### src/rtl/utf8_string_transcoder_macros.svh
// ----------------------------------------------------------------------------
// utf8 string transcoder assertion macros
// concurrent assertion helpers shared by the transcoder rtl
// ----------------------------------------------------------------------------
`ifndef UTF8_STRING_TRANSCODER_MACROS_SVH
`define UTF8_STRING_TRANSCODER_MACROS_SVH

`ifndef ASSERT_OFF
`define UTF8ST_ASSERT(lbl, clk, rst_n, expr) \
	lbl: assert property (@(posedge clk) disable iff (!(rst_n)) (expr)) \
		else $error("utf8st assertion failed");
`define UTF8ST_ASSERT_IMP(lbl, clk, rst_n, ante, cons) \
	lbl: assert property (@(posedge clk) disable iff (!(rst_n)) (ante) |-> (cons)) \
		else $error("utf8st implication failed");
`else
`define UTF8ST_ASSERT(lbl, clk, rst_n, expr)
`define UTF8ST_ASSERT_IMP(lbl, clk, rst_n, ante, cons)
`endif

`endif

### src/rtl/utf8st_pkg.sv
// ----------------------------------------------------------------------------
// utf8st_pkg
// types and constants shared by the utf8 string transcoder
// ----------------------------------------------------------------------------
package utf8st_pkg;

	localparam int MAX_RES = 5;
	localparam int CNT_W   = $clog2(MAX_RES + 1);
	localparam int IDX_W   = $clog2(MAX_RES);
	localparam int UNIT_W  = 21;

	localparam logic [1:0] ENC_UTF8  = 2'd0;
	localparam logic [1:0] ENC_UTF16 = 2'd1;

	localparam logic [7:0] LEAD2_LO = 8'hC2;
	localparam logic [7:0] LEAD2_HI = 8'hDF;
	localparam logic [7:0] LEAD4_LO = 8'hF0;
	localparam logic [7:0] LEAD4_HI = 8'hF4;

	localparam logic [UNIT_W-1:0] MIN_3B  = 21'h000800;
	localparam logic [UNIT_W-1:0] SURR_LO = 21'h00D800;
	localparam logic [UNIT_W-1:0] SURR_HI = 21'h00DFFF;
	localparam logic [UNIT_W-1:0] MIN_4B  = 21'h010000;
	localparam logic [UNIT_W-1:0] CP_MAX  = 21'h10FFFF;
	localparam logic [15:0]       HI_SURR_BASE = 16'hD800;
	localparam logic [15:0]       LO_SURR_BASE = 16'hDC00;

	typedef struct packed {
		logic [UNIT_W-1:0] code;
		logic              err;
		logic              last;
	} unit_t;

	typedef struct packed {
		unit_t [MAX_RES-1:0] ents;
		logic [CNT_W-1:0]    cnt;
	} res_list_t;

endpackage

### src/rtl/utf8st_decoder.sv
// ----------------------------------------------------------------------------
// utf8st_decoder
// strict utf-8 decode state and per-beat result list generation
// ----------------------------------------------------------------------------
`include "utf8_string_transcoder_macros.svh"

module utf8st_decoder (
	input  logic                  clk,
	input  logic                  arst_n,
	input  logic                  take,
	input  logic [7:0]            in_byte,
	input  logic                  byte_present,
	input  logic                  end_of_string,
	input  logic [1:0]            enc_q,
	output utf8st_pkg::res_list_t res
);
	import utf8st_pkg::*;

	logic [UNIT_W-1:0] pp_q, pp_n, acc, cp;
	logic [1:0]        br_q, br_n, sl_q, sl_n;
	logic              skip_q, skip_n;
	logic              have_cp, byte_fail, bad;
	logic [UNIT_W-1:0] v;
	unit_t [3:0]       pu;
	logic [2:0]        pn;

	always_comb begin
		pp_n      = pp_q;
		br_n      = br_q;
		sl_n      = sl_q;
		skip_n    = skip_q;
		have_cp   = 1'b0;
		byte_fail = 1'b0;
		bad       = 1'b0;
		cp        = '0;
		acc       = {pp_q[UNIT_W-7:0], in_byte[5:0]};
		if (byte_present && !skip_q) begin
			if (br_q == 2'd0) begin
				priority if (in_byte[7] == 1'b0) begin
					have_cp = 1'b1;
					cp      = {13'b0, in_byte};
				end else if (in_byte >= LEAD2_LO && in_byte <= LEAD2_HI) begin
					pp_n = {16'b0, in_byte[4:0]};
					br_n = 2'd1;
					sl_n = 2'd1;
				end else if (in_byte[7:4] == 4'hE) begin
					pp_n = {17'b0, in_byte[3:0]};
					br_n = 2'd2;
					sl_n = 2'd2;
				end else if (in_byte >= LEAD4_LO && in_byte <= LEAD4_HI) begin
					pp_n = {18'b0, in_byte[2:0]};
					br_n = 2'd3;
					sl_n = 2'd3;
				end else begin
					byte_fail = 1'b1;
				end
			end else if (in_byte[7:6] != 2'b10) begin
				byte_fail = 1'b1;
			end else begin
				br_n = br_q - 2'd1;
				if (br_n != 2'd0) begin
					pp_n = acc;
				end else begin
					if (sl_q == 2'd2)
						bad = (acc < MIN_3B) || (acc >= SURR_LO && acc <= SURR_HI);
					else if (sl_q == 2'd3)
						bad = (acc < MIN_4B) || (acc > CP_MAX);
					if (bad) begin
						byte_fail = 1'b1;
					end else begin
						have_cp = 1'b1;
						cp      = acc;
						pp_n    = '0;
						sl_n    = 2'd0;
					end
				end
			end
		end
		if (byte_fail) begin
			pp_n   = '0;
			br_n   = 2'd0;
			sl_n   = 2'd0;
			skip_n = 1'b1;
		end
	end

	// code point to output units
	always_comb begin
		pu = '0;
		pn = 3'd0;
		v  = cp - MIN_4B;
		if (have_cp) begin
			unique case (enc_q)
				ENC_UTF8: begin
					if (cp <= 21'h7F) begin
						pu[0].code = cp;
						pn = 3'd1;
					end else if (cp <= 21'h7FF) begin
						pu[0].code = {13'b0, 3'b110, cp[10:6]};
						pu[1].code = {13'b0, 2'b10, cp[5:0]};
						pn = 3'd2;
					end else if (cp <= 21'hFFFF) begin
						pu[0].code = {13'b0, 4'hE, cp[15:12]};
						pu[1].code = {13'b0, 2'b10, cp[11:6]};
						pu[2].code = {13'b0, 2'b10, cp[5:0]};
						pn = 3'd3;
					end else begin
						pu[0].code = {13'b0, 5'b11110, cp[20:18]};
						pu[1].code = {13'b0, 2'b10, cp[17:12]};
						pu[2].code = {13'b0, 2'b10, cp[11:6]};
						pu[3].code = {13'b0, 2'b10, cp[5:0]};
						pn = 3'd4;
					end
				end
				ENC_UTF16: begin
					if (cp <= 21'hFFFF) begin
						pu[0].code = cp;
						pn = 3'd1;
					end else begin
						pu[0].code = {5'b0, HI_SURR_BASE + {6'b0, v[19:10]}};
						pu[1].code = {5'b0, LO_SURR_BASE + {6'b0, v[9:0]}};
						pn = 3'd2;
					end
				end
				default: begin
					pu[0].code = cp;
					pn = 3'd1;
				end
			endcase
		end
	end

	// result list: error alone, or units then a terminator at end of string
	always_comb begin
		res = '0;
		if (byte_fail) begin
			res.ents[0].err  = 1'b1;
			res.ents[0].last = 1'b1;
			res.cnt = CNT_W'(1);
		end else begin
			for (int i = 0; i < 4; i++)
				res.ents[i] = pu[i];
			res.cnt = CNT_W'(pn);
			if (end_of_string && !skip_q) begin
				for (int i = 0; i < MAX_RES; i++) begin
					if (i == int'(pn)) begin
						res.ents[i].code = '0;
						res.ents[i].err  = (br_n != 2'd0);
						res.ents[i].last = 1'b1;
					end
				end
				res.cnt = CNT_W'(pn) + CNT_W'(1);
			end
		end
	end

	always_ff @(posedge clk or negedge arst_n) begin
		if (!arst_n) begin
			pp_q   <= '0;
			br_q   <= 2'd0;
			sl_q   <= 2'd0;
			skip_q <= 1'b0;
		end else if (take) begin
			if (end_of_string) begin
				pp_q   <= '0;
				br_q   <= 2'd0;
				sl_q   <= 2'd0;
				skip_q <= 1'b0;
			end else begin
				pp_q   <= pp_n;
				br_q   <= br_n;
				sl_q   <= sl_n;
				skip_q <= skip_n;
			end
		end
	end

	`UTF8ST_ASSERT_IMP(a_skip_clean, clk, arst_n, skip_q, (br_q == 2'd0) && (pp_q == '0))
	`UTF8ST_ASSERT(a_br_le_sl, clk, arst_n, br_q <= sl_q)
	`UTF8ST_ASSERT_IMP(a_fail_single, clk, arst_n, take && byte_fail, res.cnt == CNT_W'(1))

endmodule

### src/rtl/utf8st_out_buf.sv
// ----------------------------------------------------------------------------
// utf8st_out_buf
// result register holding one beat's result list, drained one unit a cycle while m_tready is high
// ----------------------------------------------------------------------------
`include "utf8_string_transcoder_macros.svh"

module utf8st_out_buf (
	input  logic                  clk,
	input  logic                  arst_n,
	input  logic                  load,
	input  utf8st_pkg::res_list_t res,
	output logic                  can_take,
	output logic                  m_tvalid,
	input  logic                  m_tready,
	output utf8st_pkg::unit_t     head
);
	import utf8st_pkg::*;

	unit_t [MAX_RES-1:0] ents_q;
	logic [CNT_W-1:0]    cnt_q;
	logic [IDX_W-1:0]    idx_q;
	logic                pop;

	assign m_tvalid = (cnt_q != '0);
	assign pop      = m_tvalid && m_tready;
	assign can_take = (cnt_q == '0) || (cnt_q == CNT_W'(1) && m_tready);
	assign head     = ents_q[idx_q];

	always_ff @(posedge clk) begin
		if (load && res.cnt != '0)
			ents_q <= res.ents;
	end

	always_ff @(posedge clk or negedge arst_n) begin
		if (!arst_n) begin
			cnt_q <= '0;
			idx_q <= '0;
		end else if (load) begin
			cnt_q <= res.cnt;
			idx_q <= '0;
		end else if (pop) begin
			cnt_q <= cnt_q - CNT_W'(1);
			idx_q <= idx_q + IDX_W'(1);
		end
	end

	`UTF8ST_ASSERT(a_cnt_range, clk, arst_n, cnt_q <= CNT_W'(MAX_RES))
	`UTF8ST_ASSERT_IMP(a_last_final, clk, arst_n, m_tvalid && head.last, cnt_q == CNT_W'(1))
	`UTF8ST_ASSERT_IMP(a_load_drained, clk, arst_n, load && m_tvalid,
		pop && cnt_q == CNT_W'(1))

endmodule

### src/rtl/utf8_string_transcoder.sv
// ----------------------------------------------------------------------------
// utf8_string_transcoder
// strict utf-8 decoder re-emitting code points as utf-8, utf-16 or utf-32
// ----------------------------------------------------------------------------
// input beats on s_*: one raw byte per beat, s_tuser marks the byte as
// present, s_tlast ends the string. output beats on m_*: one code unit per
// beat, m_tuser flags the error result, m_tlast marks the zero terminator
// or the error result of a string. cfg_we/cfg_wdata set the output form
// (0 utf-8, 1 utf-16, 2 or 3 utf-32) and must be written only while idle;
// the block does not enforce this. a beat is decoded in the cycle it is
// accepted; its results appear in the result register in the next cycle
// and leave one unit per cycle while m_tready is high. throughput: one
// input beat per cycle while each beat yields at most one unit; a beat
// that yields n units (up to 5) holds s_tready low while they drain.
// a stalled m_tready holds the current unit and, once the last unit of the
// list is waiting, blocks new input beats.
// reset clears the decode state, empties the result register and selects
// utf-8 output.
// ----------------------------------------------------------------------------
module utf8_string_transcoder (
	input  logic        clk,
	input  logic        arst_n,
	input  logic        cfg_we,
	input  logic [1:0]  cfg_wdata,
	input  logic        s_tvalid,
	output logic        s_tready,
	input  logic [7:0]  s_tdata,  // in_byte
	input  logic        s_tuser,  // byte_present
	input  logic        s_tlast,  // end_of_string
	output logic        m_tvalid,
	input  logic        m_tready,
	output logic [23:0] m_tdata,  // code_unit, zero fill
	output logic        m_tuser,  // error
	output logic        m_tlast   // last
);
	import utf8st_pkg::*;

	logic      [1:0] enc_q;
	logic            take;
	res_list_t       res;
	unit_t           head;

	always_ff @(posedge clk or negedge arst_n) begin
		if (!arst_n)
			enc_q <= ENC_UTF8;
		else if (cfg_we)
			enc_q <= cfg_wdata;
	end

	assign take = s_tvalid && s_tready;

	utf8st_decoder u_dec (
		.clk           (clk),
		.arst_n        (arst_n),
		.take          (take),
		.in_byte       (s_tdata),
		.byte_present  (s_tuser),
		.end_of_string (s_tlast),
		.enc_q         (enc_q),
		.res           (res)
	);

	utf8st_out_buf u_obuf (
		.clk      (clk),
		.arst_n   (arst_n),
		.load     (take),
		.res      (res),
		.can_take (s_tready),
		.m_tvalid (m_tvalid),
		.m_tready (m_tready),
		.head     (head)
	);

	assign m_tdata = {3'b0, head.code};
	assign m_tuser = head.err;
	assign m_tlast = head.last;

endmodule

### config.mk
export PLATFORM = sky130hd
export DESIGN_NAME = utf8_string_transcoder
export DESIGN_NICKNAME = d
export VERILOG_FILES = /design/src/rtl/utf8st_pkg.sv /design/src/rtl/utf8st_decoder.sv /design/src/rtl/utf8st_out_buf.sv /design/src/rtl/utf8_string_transcoder.sv
export VERILOG_INCLUDE_DIRS = /design/src /design/src/rtl
export SDC_FILE = /design/constraint.sdc
export NUM_CORES = 1
export LEC_CHECK = 0
export ABC_CLOCK_PERIOD_IN_PS = 9850
export BUFFER_PORTS_ARGS = -buffer_cell sky130_fd_sc_hd__buf_2
export CAP_MARGIN = 0
export CORE_ASPECT_RATIO = 0.5
export CORE_MARGIN = 8
export CORE_UTILIZATION = 35
export DETAILED_ROUTE_END_ITERATION = 12
export HOLD_SLACK_MARGIN = 0.03
export SETUP_SLACK_MARGIN = 0.3
export SLEW_MARGIN = 20
export SYNTH_ARGS = -nofsm -noshare
export SYNTH_HDL_FRONTEND = slang
export SYNTH_SLANG_ARGS = --single-unit
### constraint.sdc
create_clock -name clk -period 9.85 [get_ports clk]
set_clock_uncertainty 0.15 [all_clocks]
set_input_delay 0 -clock clk [delete_from_list [all_inputs] [get_ports clk]]
set_output_delay 0 -clock clk [all_outputs]
set_load 0.02 [all_outputs]
# Yosys cells after proc, flatten, opt, wreduce, memory -nomap -nowiden
# Index checks and enable logic that the tools add are counted.
dict set report totals {
  out_inout_bits 28
  ff_bits 143
  input_bits 17
  elab_cells 196
}
dict set report classes {
  reduce_logical 32
  n_addsub 7
  n_mux 101
  bitwise_logic 5
  magnitude_cmp 13
  n_eq_ne 16
}
# cell count
set op_table {}
lappend op_table {{21-bit 2-to-1 mux} 20}
lappend op_table {{15-bit 2-to-1 mux} 11}
lappend op_table {{23-bit 2-to-1 mux} 5}
lappend op_table {{95-bit 2-to-1 mux} 1}
lappend op_table {{21-bit one-hot mux with 2 select lines} 2}
lappend op_table {{23-bit binary-select mux with 3-bit select} 1}
lappend op_table {{21-bit by 16-bit <= comparator with 1-bit output (second input constant)} 2}
lappend op_table {{2-bit 2-to-1 mux} 21}
lappend op_table {{15-bit by 11-bit adder with 16-bit output (first input constant)} 2}
lappend op_table {{3-bit 2-to-1 mux} 9}
lappend op_table {{1-bit 2-to-1 mux} 24}
lappend op_table {{21-bit by 16-bit greater-or-equal comparator with 1-bit output (second input constant)} 1}
lappend op_table {{21-bit greater-than comparator (second input constant)} 1}
lappend op_table {{21-bit by 11-bit <= comparator with 1-bit output (second input constant)} 1}
lappend op_table {{21-bit by 7-bit <= comparator with 1-bit output (second input constant)} 1}
lappend op_table {{21-bit by 12-bit less-than comparator with 1-bit output (second input constant)} 1}
lappend op_table {{21-bit by 17-bit less-than comparator with 1-bit output (second input constant)} 1}
lappend op_table {{20-bit by 17-bit subtractor with 20-bit output (second input constant)} 1}
lappend op_table {{8-bit greater-or-equal comparator (second input constant)} 2}
lappend op_table {{8-bit <= comparator (second input constant)} 2}
lappend op_table {{16-bit 2-to-1 mux} 1}
lappend op_table {{6-bit 2-to-1 mux} 2}
lappend op_table {{4-bit by 2-bit inequality test with 1-bit output (second input constant)} 3}
lappend op_table {{3-bit OR reduction} 4}
lappend op_table {{30 further kinds} 55}

# Logic depth before layout (Yosys ltp)
dict set report logic_depth {
  depth_word 25
  ltp_mapped 21
  ltp_nobuf 20
}

# Hierarchy
# From an unflattened synthesis, not the netlist that was laid out.
dict set report unflattened {
  cells_unflattened 690
  hier_area_um2 7811.2
}
# module n_inst seq_area_each_um2 cells_per_inst area_each_um2
set modules_own_cells {}
lappend modules_own_cells {utf8st_out_buf 1 3603.5 264 4748.3}
lappend modules_own_cells {utf8st_decoder 1 500.5 417 2957.8}
lappend modules_own_cells {utf8_string_transcoder 1 50.0 9 105.1}

# Worst setup path after synthesis
# OpenSTA, ideal clock, no wires.
dict set report synth_timing {
  path_type {reg-to-reg}
  start {reg u_dec.br_q[1]}
  end {reg u_obuf.ents_q[0] in the netlist's numbering (enable)}
  arrival_time_ns 8.283
  path_buffers 2
  stages_incl_launch_ff 22
  required_ns 9.129
  synth_period_minus_slack_ns 9.005
  setup_ns 0.571
  path_slack_ns 0.845
  cell_sequence {dfrtp_1 -> inv_1 -> ha_1 -> nand3b_4 -> or3_1 -> nor2_1 -> and2_0 -> clkbuf_1 -> nand2_1 -> ha_1 -> and2_1 -> nor4b_4 -> a211o_1 -> buf_2 -> o21ai_1 -> a21o_1 -> inv_1 -> ha_1 -> ha_1 -> nand3_1 -> a211oi_1 -> a311oi_1}
}
dict set report synth_between {
  elab_chain_len 17
  word_cells_on_any_way 29
  classes_between {add/sub (2); order compare (3); mux (20); reduce/logical (4)}
}
# item line
set synth_lines {}
lappend synth_lines {{from (decl)} utf8st_decoder.sv:20} ;# logic [1:0] br_q, br_n, sl_q, sl_n;
lappend synth_lines {{from (signal assigned)} utf8st_decoder.sv:171} ;# br_q <= br_n;
lappend synth_lines {{2-bit by 1-bit subtractor with 2-bit output} utf8st_decoder.sv:60} ;# br_n = br_q - 2'd1;
lappend synth_lines {{2-bit nonzero test} utf8st_decoder.sv:61} ;# if (br_n != 2'd0) begin
lappend synth_lines {{21-bit 2-to-1 mux} utf8st_decoder.sv:61}
lappend synth_lines {{21-bit 2-to-1 mux} utf8st_decoder.sv:57} ;# end else if (in_byte[7:6] != 2'b10) begin
lappend synth_lines {{21-bit 2-to-1 mux} utf8st_decoder.sv:38} ;# if (br_q == 2'd0) begin
lappend synth_lines {{21-bit 2-to-1 mux} utf8st_decoder.sv:37} ;# if (byte_present && !skip_q) begin
lappend synth_lines {{21-bit by 16-bit <= comparator with 1-bit output} {utf8st_decoder.sv:102, utf8st_decoder.sv:116}}
lappend synth_lines {{3-bit 2-to-1 mux} utf8st_decoder.sv:102} ;# end else if (cp <= 21'hFFFF) begin
lappend synth_lines {{3-bit 2-to-1 mux} utf8st_decoder.sv:98} ;# end else if (cp <= 21'h7FF) begin
lappend synth_lines {{3-bit 2-to-1 mux} utf8st_decoder.sv:95} ;# if (cp <= 21'h7F) begin
lappend synth_lines {{3-bit one-hot mux with 2 select lines} utf8st_decoder.sv:93} ;# unique case (enc_q)
lappend synth_lines {{3-bit 2-to-1 mux} utf8st_decoder.sv:92} ;# if (have_cp) begin
lappend synth_lines {{3-bit by 1-bit adder with 3-bit output} utf8st_decoder.sv:152} ;# res.cnt = CNT_W'(pn) + CNT_W'(1);
lappend synth_lines {{95-bit 2-to-1 mux} utf8st_decoder.sv:144} ;# if (end_of_string && !skip_q) begin
lappend synth_lines {{3-bit 2-to-1 mux *} utf8st_decoder.sv:136} ;# if (byte_fail) begin
lappend synth_lines {{3-bit nonzero test *} utf8st_out_buf.sv:30} ;# if (load && res.cnt != '0)
lappend synth_lines {{1-bit logical AND *} utf8st_out_buf.sv:30}
lappend synth_lines {{to (signal assigned)} utf8st_out_buf.sv:31} ;# ents_q <= res.ents;
lappend synth_lines {{to (decl)} utf8st_out_buf.sv:19} ;# unit_t [MAX_RES-1:0] ents_q;
# Every way passes the cells marked *; elsewhere a longest branch is shown, timed or not.
# A chain may end at the register's enable or synchronous reset.

# Worst setup path after layout
dict set report layout_timing {
  start {reg u_dec.pp_q[13]}
  end {reg u_obuf.ents_q[5] in the netlist's numbering (enable)}
}
dict set report layout_between {
  elab_chain_len 24
  word_cells_on_any_way 43
  classes_between {add/sub (1); order compare (8); mux (29); reduce/logical (5)}
}
# item line
set layout_lines {}
lappend layout_lines {{from (decl)} utf8st_decoder.sv:19} ;# logic [UNIT_W-1:0] pp_q, pp_n, acc, cp;
lappend layout_lines {{from (signal assigned)} utf8st_decoder.sv:170} ;# pp_q <= pp_n;
lappend layout_lines {{21-bit by 17-bit less-than comparator with 1-bit output, or another cell as far along} utf8st_decoder.sv:67} ;# bad = (acc < MIN_4B) || (acc > CP_MAX);
lappend layout_lines {{1-bit logical OR or 1-bit logical AND (tied branches)} {utf8st_decoder.sv:67, utf8st_decoder.sv:65}}
lappend layout_lines {{1-bit 2-to-1 mux or 1-bit logical OR (tied branches)} {utf8st_decoder.sv:66, utf8st_decoder.sv:65}}
lappend layout_lines {{1-bit 2-to-1 mux} utf8st_decoder.sv:64} ;# if (sl_q == 2'd2)
lappend layout_lines {{1-bit 2-to-1 mux} utf8st_decoder.sv:61}
lappend layout_lines {{1-bit 2-to-1 mux} utf8st_decoder.sv:57}
lappend layout_lines {{1-bit 2-to-1 mux} utf8st_decoder.sv:38}
lappend layout_lines {{1-bit 2-to-1 mux} utf8st_decoder.sv:37}
lappend layout_lines {{[8 not listed]} n/a}
lappend layout_lines {{3-bit 2-to-1 mux} utf8st_decoder.sv:95}
lappend layout_lines {{3-bit one-hot mux with 2 select lines} utf8st_decoder.sv:93}
lappend layout_lines {{3-bit 2-to-1 mux} utf8st_decoder.sv:92}
lappend layout_lines {{3-bit by 1-bit adder with 3-bit output} utf8st_decoder.sv:152}
lappend layout_lines {{95-bit 2-to-1 mux} utf8st_decoder.sv:144}
lappend layout_lines {{3-bit 2-to-1 mux *} utf8st_decoder.sv:136}
lappend layout_lines {{3-bit nonzero test *} utf8st_out_buf.sv:30}
lappend layout_lines {{1-bit logical AND *} utf8st_out_buf.sv:30}
# Every way passes the cells marked *; elsewhere a longest branch is shown, timed or not. The select of a mux whose other input is x is not followed.

==> flow_summary.json <==
{
  "clk_latency_ns": 0.35,
  "clock-root-buffer": "clkbuf_16",
  "area_delta_synth_final_pct": 14.9,
  "cts-htree-levels": 3,
  "arrival_ns": 6.89,
  "timing.final.crit_share_pct": 71.7,
  "ys_ff_latch": 84,
  "drt-total-wl_mm": 16.2,
  "worstMarginPinSlew_ns": 0.976,
  "synthesis.area_um2": 5510,
  "worstPathRequired_ns": 9.68,
  "rows": 32,
  "drv.max_cap_violation_count": 0,
  "clk_path_buf_depth": 2,
  "nNetsFinal": 647,
  "yosysUniqueCellTypes": 77,
  "async_reset_ff_share_pct": 33.3,
  "power-per-cell-area_nw_per_um2": 220,
  "clk_pin_slew_ns": 0.06,
  "initial_utilization_pct": 35.7,
  "total_power_mw": 1.39,
  "period_needed_ns": 7.07,
  "cts-resized-gates": 0,
  "synth_edf_count": 56,
  "hold_violations": 0,
  "hp-class": "primary input to asynchronous set/reset pin",
  "clock-sinks": 84,
  "leakagePower_nw": 2.35,
  "yosysSeqAreaShare_pct": 43.2,
  "die_x_um": 193,
  "first_iter_violations": 532,
  "yosys_warnings": 0,
  "grt_usage_pct": 15.9,
  "synth_top_area_cell": "edfxtp_1",
  "placed_area_um2": 5870,
  "dp_slack_ns": 2.61,
  "cts_tree": "yes",
  "cp-start-kind": "flop",
  "drc": 0,
  "io_buffers": 41,
  "avgSynthCellArea_um2": 9.55,
  "drive_above_1_share_pct": 16.8,
  "setup_slack_ns": 2.78,
  "fin_area_um2": 6330,
  "fin_tns_setup_ns": 0,
  "dp_hpwl_mm": 12.0,
  "status": "finished clean",
  "path_class": "flop to flop",
  "postRouteAntennaNets": 0,
  "diodes": 0,
  "grt_pass1_vias": 4489,
  "vias": 4680,
  "maxSlewViolCount": 0,
  "synth.top_cell.area_share_pct": 30.5,
  "end_kind": "flop",
  "fmax_mhz": 142,
  "rsz0062_at_grt": "false",
  "synth.area.top_cells": "edfxtp_1 31%, dfrtp_1 13%, nand2_1 5.0%, nor2_1 4.0%, mux4_2 3.7%",
  "grt_pass1_wl_mm": 26.0,
  "cts_hold_buf": 16,
  "chipHeight_um": 105,
  "path_max_fanout": 44,
  "antenna_found_initial": 0,
  "postCtsSetupBuffers": 0,
  "finalSetupViolations": 0,
  "core-area_um2": 15400,
  "num_io_pins": 45,
  "viasPerCell": 5.68,
  "dieArea_um2": 20300,
  "drtPass1Iterations": 7,
  "wl_per_cell_um": 19.6,
  "synth-main-ff-cell": "edfxtp_1",
  "postSynthCellCount": 577,
  "irDropWorstVdd_uv": 86.8,
  "cts_buffers": 9,
  "grt_max_degree": 45,
  "fin_util_pct": 41.1,
  "grt-ovfl-total": 0,
  "place_congestion": 0.913,
  "max-slew-margin-rel_pct": 34.9
}
## flip-flops by register name (all words and copies together) (netlist names)
register / flops
u_obuf.idx_q: 3
u_dec.br_q: 2
u_dec.skip_q: 1
u_obuf.ents_q: 56
u_dec.pp_q: 15
u_dec.sl_q: 2
u_obuf.cnt_q: 3
enc_q: 2
## Yosys cell counts, drive strengths merged, types with 5 or more instances
| library cell | n |
|---|---|
| clkbuf | 21 |
| a31oi | 14 |
| nand3 | 18 |
| nor2 | 60 |
| and2 | 11 |
| buf | 17 |
| o211ai | 5 |
| nand2b | 10 |
| nor2b | 11 |
| a21oi | 35 |
| dfrtp | 28 |
| ha | 14 |
| nand2 | 73 |
| a211oi | 10 |
| and3 | 7 |
| inv | 27 |
| nor3 | 17 |
| o21ai | 35 |
| mux4 | 9 |
| a22o | 11 |
| or3 | 5 |
| nor4 | 7 |
| mux2i | 8 |
| a2111oi | 5 |
| edfxtp | 56 |
## routing by layer
layer / GRT usage (%) / wire length (um)
met1: 22.9 / 7850
met2: 23.5 / 6780
met3: 3.30 / 1230
met4: 4.92 / 333
met5: 0 / 0
## worst max-delay path, stage by stage (launching register included)
cell,delay (ns)
dfrtp_1,0.44
nor4_4,0.43
nor2b_1,0.59
o211ai_1,0.25
and2_1,0.48
nand2_1,0.28
ha_1,0.23
and2_1,0.16
nor4b_4,0.30
a211o_1,0.64
nor2_1,0.37
or2_2,0.41
ha_1,0.20
ha_1,0.31
nand3_1,0.09
a211oi_1,0.07
a311oi_4,0.67
buf_4,0.59
## cell usage in the layout, fill, tap and decap left out, types with 4 or more instances in the layout
master / Yosys / layout
mux2_2: 4 / 4
o21ai_1: 4 / 4
mux2i_1: 8 / 8
buf_2: 11 / 41
nor2_1: 59 / 59
a21oi_1: 35 / 35
nor3_1: 11 / 11
inv_1: 26 / 26
clkbuf_16: 0 / 9
ha_1: 14 / 14
nor3_2: 6 / 6
nand2b_1: 10 / 10
or3_1: 5 / 5
a211oi_1: 8 / 8
o211ai_1: 5 / 5
a22o_1: 11 / 11
mux4_2: 9 / 9
o21ai_0: 29 / 29
and3_1: 7 / 7
nand3_1: 18 / 18
edfxtp_1: 56 / 56
buf_4: 4 / 7
dlygate4sd3_1: 0 / 16
nand2_1: 73 / 73
nor2b_1: 11 / 11
and2_1: 9 / 10
dfrtp_1: 28 / 27
a31oi_1: 14 / 14
## final timing paths
check	depth (start not counted)	start	slack, ns	end
setup / recovery	17	u_dec.pp_q[13]	2.78	u_obuf.ents_q[5]
setup reg to reg	17	u_dec.pp_q[13]	2.78	u_obuf.ents_q[5]
max in group asynchronous	2	arst_n	9.01	u_obuf.idx_q[0]
min in group clk	4	s_tdata[7]	0.17	u_dec.sl_q[1]
hold reg to reg	2	u_dec.skip_q	0.43	u_dec.skip_q
hold / removal	2	arst_n	0.06	u_obuf.cnt_q[2]
## cells by family after synthesis
| kind of cell | Yosys count | synth area share [%] |
|---|---|---|
| multiplexers | 21 | 5.95 |
| AND/OR/NAND/NOR | 234 | 22.0 |
| flip-flops | 84 | 43.2 |
| buffers and inverters | 65 | 5.09 |
| other | 1 | 0.0681 |
| XOR/XNOR | 3 | 0.477 |
| AO/OA/AOI/OAI | 155 | 20.0 |
| adder cells (fa/ha/maj) | 14 | 3.18 |
## final cells by class
| type | instances | area (um^2) |
|---|---|---|
| clock inverter | 6 | 73.8 |
| clock buffer | 9 | 225 |
| inverter | 27 | 101 |
| tap | 204 | 255 |
| sequential | 84 | 2380 |
| fill | 1475 | 9080 |
| multi-input combinational | 430 | 2870 |
| timing repair buffer | 64 | 418 |
## per-stage QoR
| step | hold WS [ns] | instances |
|---|---|---|
| 2_1_floorplan | -0.446 | 579 |
| 3_3_place_gp | -0.0708 | 793 |
| 3_5_place_dp | -0.0644 | 793 |
| 4_1_cts | 0.105 | 824 |
| 5_1_grt | 0.146 | 824 |
| 6_report | 0.0649 | 824 |
## power breakdown
group | switching [mW] | total, mW | internal (mW) | leakage [nW]
clock | 0.149 | 0.347 | 0.198 | 0.140
combinational | 0.344 | 0.549 | 0.205 | 1.33
sequential | 0.0682 | 0.499 | 0.430 | 0.880
total | 0.561 | 1.39 | 0.834 | 2.35
Power figures use the tool's default switching activity.
